## src/hw/rtl/teq_pkg.sv

```systemverilog
// ----------------------------------------------------------------------------
// teq_pkg: shared types and constants of the time ordered event queue
// Slot layout, cell operation codes, action and status codes.
// ----------------------------------------------------------------------------
package teq_pkg;

  localparam int unsigned QUEUE_DEPTH = 16;
  localparam int unsigned CNT_W       = $clog2(QUEUE_DEPTH + 1);
  localparam int unsigned TIME_W      = 32;
  localparam int unsigned KIND_W      = 2;
  localparam int unsigned TAG_W       = 16;
  localparam int unsigned STATUS_W    = 2;
  localparam int unsigned OCC_W       = 5;

  localparam logic ACT_INSERT = 1'b0;
  localparam logic ACT_POP    = 1'b1;

  typedef enum logic [STATUS_W-1:0] {
    STATUS_OK    = 2'd0,
    STATUS_FULL  = 2'd1,
    STATUS_EMPTY = 2'd2
  } status_e;

  // what a cell loads at the next edge
  typedef enum logic [1:0] {
    CELL_HOLD  = 2'd0,
    CELL_LOAD  = 2'd1,
    CELL_LEFT  = 2'd2,
    CELL_RIGHT = 2'd3
  } cell_op_e;

  typedef struct packed {
    logic [TIME_W-1:0] event_time;
    logic [KIND_W-1:0] event_kind;
    logic [TAG_W-1:0]  event_tag;
  } slot_t;

endpackage

```

## src/hw/rtl/teq_cell.sv

```systemverilog
// ----------------------------------------------------------------------------
// teq_cell: one slot of the sorted shift queue
// Holds one event, compares its time with the incoming key and loads the
// new event or a neighbor's event as told.
// ----------------------------------------------------------------------------
module teq_cell (
  input  logic                        clk_i,
  input  teq_pkg::cell_op_e           op_i,
  input  teq_pkg::slot_t              new_i,
  input  teq_pkg::slot_t              left_i,
  input  teq_pkg::slot_t              right_i,
  output teq_pkg::slot_t              slot_o,
  output logic                        ge_o
);

  teq_pkg::slot_t slot_q, slot_d;

  // slot time at or above the key
  assign ge_o   = slot_q.event_time >= new_i.event_time;
  assign slot_o = slot_q;

  always_comb begin
    case (op_i)
      teq_pkg::CELL_HOLD:  slot_d = slot_q;
      teq_pkg::CELL_LOAD:  slot_d = new_i;
      teq_pkg::CELL_LEFT:  slot_d = left_i;
      teq_pkg::CELL_RIGHT: slot_d = right_i;
      default:             slot_d = slot_q;
    endcase
  end

  always_ff @(posedge clk_i) begin
    slot_q <= slot_d;
  end

endmodule

```

## src/hw/rtl/time_ordered_event_queue.sv

```systemverilog
// ----------------------------------------------------------------------------
// time_ordered_event_queue: bounded event queue sorted by event time
// A row of shift cells keeps events in ascending time order, head in cell 0.
// ----------------------------------------------------------------------------
// Usage:
//   Input channel (in_valid_i / in_stall_o) carries one command word: insert
//   an event (time, kind, tag) or pop the earliest event. Output channel
//   (out_valid_o / out_stall_i) returns one result word per command: status,
//   the popped event (zero unless a pop succeeded) and the occupancy after
//   the command.
//   Every cell compares its time with the incoming time in parallel, so the
//   insert position is known in the same cycle; all cells then shift at once.
//   The result word is ready in the cycle after its command is accepted;
//   the block takes one command per cycle while the result channel does not
//   stall.
//   An insert into a full queue is dropped with status full; a pop on an
//   empty queue reports status empty and changes nothing.
//   Reset empties the queue (the count clears; cell contents are left as is)
//   and drops any pending result word.
//   While the receiver stalls, the result word holds and in_stall_o rises so
//   that no further command is taken until the word is delivered.
// ----------------------------------------------------------------------------
module time_ordered_event_queue (
  input  logic                            clk_i,
  input  logic                            rst_ni,
  input  logic                            in_valid_i,
  output logic                            in_stall_o,
  input  logic                            action_i,
  input  logic [teq_pkg::TIME_W-1:0]      event_time_i,
  input  logic [teq_pkg::KIND_W-1:0]      event_kind_i,
  input  logic [teq_pkg::TAG_W-1:0]       event_tag_i,
  output logic                            out_valid_o,
  input  logic                            out_stall_i,
  output logic [teq_pkg::STATUS_W-1:0]    status_o,
  output logic [teq_pkg::TIME_W-1:0]      popped_time_o,
  output logic [teq_pkg::KIND_W-1:0]      popped_kind_o,
  output logic [teq_pkg::TAG_W-1:0]       popped_tag_o,
  output logic [teq_pkg::OCC_W-1:0]       occupancy_o
);

  localparam int unsigned Depth = teq_pkg::QUEUE_DEPTH;
  localparam int unsigned CntW  = teq_pkg::CNT_W;

  teq_pkg::slot_t    new_slot;
  teq_pkg::slot_t    slot_w [Depth];
  teq_pkg::cell_op_e op_w   [Depth];
  logic [Depth-1:0]  ge_w;
  logic [Depth-1:0]  hit_w;   // insert position at or below this cell

  logic [CntW-1:0]   count_q, count_d;
  logic              out_valid_q;
  teq_pkg::status_e  status_q, status_d;
  teq_pkg::slot_t    popped_q, popped_d;
  logic [teq_pkg::OCC_W-1:0] occ_q;

  logic in_fire, is_insert, full, empty, do_insert, do_pop;

  // Take a new word whenever the result register is free or drains this cycle.
  assign in_stall_o = out_valid_q && out_stall_i;
  assign in_fire    = in_valid_i && !in_stall_o;

  assign is_insert = action_i == teq_pkg::ACT_INSERT;
  assign full      = count_q == CntW'(Depth);
  assign empty     = count_q == '0;
  assign do_insert = in_fire && is_insert && !full;
  assign do_pop    = in_fire && !is_insert && !empty;

  assign new_slot.event_time = event_time_i;
  assign new_slot.event_kind = event_kind_i;
  assign new_slot.event_tag  = event_tag_i;

  // Head position: empty queue or time strictly below the head. Otherwise the
  // first held cell at or above the key, or the end of the held run.
  assign hit_w[0] = empty ||
                    (ge_w[0] && (slot_w[0].event_time != new_slot.event_time));

  for (genvar i = 0; i < Depth; i++) begin : g_cell
    logic held;

    if (i > 0) begin : g_hit
      assign hit_w[i] = hit_w[0] || ge_w[i] || !held;
    end

    assign held = CntW'(i) < count_q;

    always_comb begin
      op_w[i] = teq_pkg::CELL_HOLD;
      if (do_insert && hit_w[i]) begin
        if (i == 0) begin
          op_w[i] = teq_pkg::CELL_LOAD;
        end else if (!hit_w[(i > 0) ? i - 1 : 0]) begin
          op_w[i] = teq_pkg::CELL_LOAD;
        end else begin
          op_w[i] = teq_pkg::CELL_LEFT;
        end
      end else if (do_pop && (i < Depth - 1)) begin
        op_w[i] = teq_pkg::CELL_RIGHT;
      end
    end

    teq_cell u_cell (
      .clk_i   (clk_i),
      .op_i    (op_w[i]),
      .new_i   (new_slot),
      .left_i  (slot_w[(i > 0) ? i - 1 : 0]),
      .right_i (slot_w[(i < Depth - 1) ? i + 1 : i]),
      .slot_o  (slot_w[i]),
      .ge_o    (ge_w[i])
    );
  end

  // Count and result word.
  always_comb begin
    count_d  = count_q;
    status_d = teq_pkg::STATUS_OK;
    popped_d = '0;
    if (do_insert) begin
      count_d = count_q + 1'b1;
    end
    if (do_pop) begin
      count_d  = count_q - 1'b1;
      popped_d = slot_w[0];
    end
    if (in_fire && is_insert && full) begin
      status_d = teq_pkg::STATUS_FULL;
    end
    if (in_fire && !is_insert && empty) begin
      status_d = teq_pkg::STATUS_EMPTY;
    end
  end

  always_ff @(posedge clk_i or negedge rst_ni) begin
    if (!rst_ni) begin
      count_q     <= '0;
      out_valid_q <= 1'b0;
    end else begin
      count_q <= count_d;
      if (in_fire) begin
        out_valid_q <= 1'b1;
      end else if (!out_stall_i) begin
        out_valid_q <= 1'b0;
      end
    end
  end

  // Hold the result word until delivered.
  always_ff @(posedge clk_i) begin
    if (in_fire) begin
      status_q <= status_d;
      popped_q <= popped_d;
      occ_q    <= teq_pkg::OCC_W'(count_d);
    end
  end

  assign out_valid_o   = out_valid_q;
  assign status_o      = status_q;
  assign popped_time_o = popped_q.event_time;
  assign popped_kind_o = popped_q.event_kind;
  assign popped_tag_o  = popped_q.event_tag;
  assign occupancy_o   = occ_q;

endmodule

```

## config.mk

```make
export PLATFORM = sky130hd
export DESIGN_NAME = time_ordered_event_queue
export DESIGN_NICKNAME = d
export VERILOG_FILES = /design/src/hw/rtl/teq_pkg.sv /design/src/hw/rtl/teq_cell.sv /design/src/hw/rtl/time_ordered_event_queue.sv
export SDC_FILE = /design/constraint.sdc
export NUM_CORES = 2
export LEC_CHECK = 0
export BUFFER_PORTS_ARGS = -buffer_cell sky130_fd_sc_hd__buf_2
export CAP_MARGIN = 5
export CORE_ASPECT_RATIO = 1.4
export CORE_MARGIN = 2
export CORE_UTILIZATION = 53
export CTS_CLUSTER_DIAMETER = 120
export CTS_CLUSTER_SIZE = 24
export DETAILED_ROUTE_END_ITERATION = 10
export PLACE_DENSITY_LB_ADDON = 0.25
export SETUP_SLACK_MARGIN = 0.1
export SYNTH_ARGS = -nofsm -noshare
export SYNTH_HDL_FRONTEND = slang
export SYNTH_SLANG_ARGS = --single-unit
export TNS_END_PERCENT = 20
```

## constraint.sdc

```tcl
create_clock -name clk_i -period 13.3 [get_ports clk_i]
set_input_delay 1.995 -clock clk_i [delete_from_list [all_inputs] [get_ports clk_i]]
set_output_delay 1.995 -clock clk_i [all_outputs]
set_load 0.01 [all_outputs]
```

==> reports/qor.tcl <==
set qor(synth_area_leader_cell) {edfxtp_1}
set qor(layout_worst_path_cycle_share) 0.587
set qor(cts_tree) {yes}
set qor(clock.fmax_ghz) 0.128
set qor(critical-path-slowest-cell) {nor4_2}
set qor(cts_inserted_buffers) 41
set qor(p_per_area_nw_per_um2) 146
set qor(power_share_of_the_combinational_group) 0.316
set qor(detailed_place.area_sq_um) 53600
set qor(io_buffer_count) 113
set qor(drcViolationCount) 0
set qor(vdd.ir_drop.worst_v) 0.000116
set qor(synth.area.top_cells) {edfxtp_1, ha_1, a221o_1}
set qor(initial_util) 0.534
set qor(synthesis.area_per_instance_sq_um) 11.5
set qor(final_net_count) 4976
set qor(global_route.overflow_total) 0
set qor(clockRootBuffer) {clkbuf_16}
set qor(post_synth_net_total) 5076
set qor(netlist_top_cells_count) {edfxtp_1, a21oi_1, ha_1}
set qor(finalHoldViolations) 0
set qor(route.top_layer_used) {met5}
set qor(number_of_inserted_filler_cells_in_the_final_layout) 8115
set qor(max_stage_delay_ps) 890
set qor(fp.coreArea_sq_um) 96800
set qor(finalClockSkew_ps) 41.8
set qor(final_antenna_net_count) 0
set qor(synth-async-reset-ratio) 0.00695
set qor(area_of_the_die_sq_um) 100000
set qor(maximum_number_of_pins_on_one_net_before_global_route_repair) 223
set qor(synth_seq_area_share) 0.501
set qor(setup_violations) 0
set qor(synth_most_common_cell) {edfxtp_1}
set qor(grt_pass1_wl_mm) 279
set qor(hold_start) {out_valid_o$_DFFE_PN0P_}
set qor(synth_enable_flop_cells) 857
set qor(placed_cells) 5663
set qor(worstReg2RegEnd) {g_cell[5].u_cell.slot_o[13]$_DFFE_PP_}
set qor(cts.reportedPaths.clkPinSlew_ps) 110
set qor(internal_power_mw) 4.94
set qor(die_h_um) 374
set qor(max-cap-violations) 0
set qor(dr.first_iter.drc_count) 5865
set qor(m1WireLength_mm) 68.1
set qor(total_leakage_power_nw) 20.7
set qor(grt_usage) 0.378
set qor(post-route-util) 0.566
set qor(cts-hold-fix-buffers) 0
set qor(num_io_pins) 114
set qor(instances_no_fill) 5722
set qor(synth.cell_area_sq_um) 51700
set qor(cts.repair.resized) 0
set qor(fin_crit_ps) 7810
set qor(fin_tns_setup_ps) 0
set qor(route.final.wire_length_mm) 192
set qor(place.gp.congestion) 1.04
set qor(report.final.slew_viol_count) 0
set qor(synth_cell_types) 72
set qor(path_cells) {buf_2, inv_1, ha_1, nand4_1, nor4_2, o41a_1, o31a_1, or3_2, buf_4, a211o_4, and2_2, buf_4, o221ai_1}
set qor(met3_length_mm) 18.8
set qor(power.clock.fraction) 0.190
set qor(rsz0062_at_grt) {false}
set qor(drt_pre_antenna_iters) 5
set qor(worstHoldEndpoint) {out_valid_o$_DFFE_PN0P_}
set qor(synthesis.yosys.warnings) 0
set qor(critical_path_class) {in2reg}
set qor(worstSetupEndpointType) {register}
set qor(min_delay_path_depth) 2
set qor(sw_frac_of_total) 0.382
set qor(slew-limit-headroom) 0.0691
set qor(detailed_place_hpwl_mm) 124
set qor(synthCells) 4506
set qor(startpoint_type) {primary input}
set qor(clockBufferDepth) 3
set qor(synth.top_cell.area_share) 0.498
set qor(post_route_cell_area_sq_um) 54800
set qor(crit_path_frequent_cell) {buf_4}
set qor(antenna_found_initial) 9
set qor(seqPwrFrac) 0.494
set qor(post_route_cells_drive_above_1_share) 0.0975
set qor(area.growth.synth_to_final_pct) 5.91
set qor(cts_sinks) 863
set qor(timing_worst_slew_pin_value_ps) 1390
set qor(critical_path_peak_fanout) 58
set qor(r2r_cell_count) 12
set qor(route.met2.wl_mm) 87.1
set qor(multi_input_logic_area_sq_um) 24500
set qor(htree_levels) 2
set qor(worst-endpoint-arrival_ps) 8190
set qor(die-width_um) 268
set qor(worstHoldPathType) {reg2reg}
set qor(cts_setup_buffers) 0
set qor(synth_ff_type) {edfxtp_1}
set qor(status) {finished clean}
set qor(grt_pass1_vias) 41200
set qor(routed_via_density) 7.34
set qor(placementRows) 135
set qor(critPathRequiredTime_ps) 13690
set qor(worst-r2r-setup-slack_ps) 6900
set qor(insertion_delay_ps) 680
set qor(timing.rr.start) {g_cell[0].u_cell.slot_o[21]$_DFFE_PN_}
set qor(power.net_switching_mw) 3.06
set qor(wl_per_cell_um) 33.6
set qor(via_count) 42000
set qor(register_area_sq_um) 25900
set qor(synth.ff_latch_count) 863
==> sequential cells by signal (all words and copies together) (netlist names) <==
| signal | count |
|---|---|
| count_q | 5 |
| g_cell.u_cell.slot_o | 800 |
| occupancy_o | 5 |
| out_valid_o | 1 |
| popped_kind_o | 2 |
| popped_tag_o | 16 |
| popped_time_o | 32 |
| status_o | 2 |
==> layer usage <==
| metal | track usage | vias up |
|---|---|---|
| met5 | 0 | - |
| met4 | 0.294 | 10 |
| met3 | 0.0694 | 744 |
| met2 | 0.592 | 2898 |
| met1 | 0.460 | 20500 |
| li1 | - | 17800 |
==> stage by stage <==
| stage | hold WS [ps] | power, mW | setup slack, ps |
|---|---|---|---|
| after floorplan | 520 | 5.38 | 5130 |
| after global placement | 498 | 6.37 | 5270 |
| after detailed placement | 518 | 6.43 | 5170 |
| after CTS | 543 | 7.90 | 5860 |
| after global routing | 564 | 8.23 | 5570 |
| final | 541 | 8.00 | 5490 |
==> final cells by class <==
cell class,instances,area share
Antenna cell,2,0.0000914
Clock buffer,53,0.0196
Clock inverter,3,0.00121
Inverter,62,0.00432
Multi-Input combinational cell,3226,0.448
Sequential cell,863,0.473
Tap cell,1301,0.0297
Timing Repair Buffer,212,0.0243
==> how the worst max path moves through the flow <==
stage,start,cells past startpoint,to
2_1_floorplan,event_time_i[31],11,g_cell[13].u_cell.slot_o[0]$_DFFE_PP_
3_3_place_gp,event_time_i[30],13,g_cell[3].u_cell.slot_o[18]$_DFFE_PP_
3_5_place_dp,event_time_i[30],13,g_cell[3].u_cell.slot_o[18]$_DFFE_PP_
4_1_cts,event_time_i[30],13,g_cell[3].u_cell.slot_o[18]$_DFFE_PP_
5_1_grt,event_time_i[30],13,g_cell[3].u_cell.slot_o[18]$_DFFE_PP_
6_report,event_time_i[30],13,g_cell[3].u_cell.slot_o[18]$_DFFE_PP_
==> worst max-delay path, delay by kind of cell <==
family / cells / cell delay [ps]
buf+inv: 4 / 2250
fa+ha+maj: 1 / 280
simple gates: 4 / 1880
compound gates: 4 / 1600
==> power groups by stage <==
stage	combinational [mW]	sequential, mW	clock (mW)
global route	2.66	3.98	1.59
floorplan	1.54	3.84	0
detailed placement	2.44	3.99	0
global placement	2.38	3.99	0
finish	2.53	3.95	1.52
CTS	2.44	3.94	1.52
==> layout by cell type (no fill, tap or decap), types with 60 or more instances in the layout <==
| master | n |
|---|---|
| edfxtp_1 | 857 |
| a21oi_1 | 519 |
| ha_1 | 515 |
| nand2_1 | 444 |
| a221o_1 | 427 |
| nor2_1 | 136 |
| o21ai_0 | 119 |
| o211ai_1 | 117 |
| buf_2 | 113 |
| mux2_2 | 109 |
| and2_1 | 101 |
| buf_4 | 96 |
| a31oi_1 | 95 |
| nand4_1 | 78 |
| a21o_1 | 76 |
| inv_1 | 60 |
==> cell families after synthesis <==
family | synth area share
flip-flops | 0.501
multiplexers | 0.0394
AND/OR/NAND/NOR | 0.0840
adder cells (fa/ha/maj) | 0.125
buffers and inverters | 0.0319
AO/OA/AOI/OAI | 0.219
XOR/XNOR | 0.000508
Note: power is estimated with default switching activity, not from simulation.
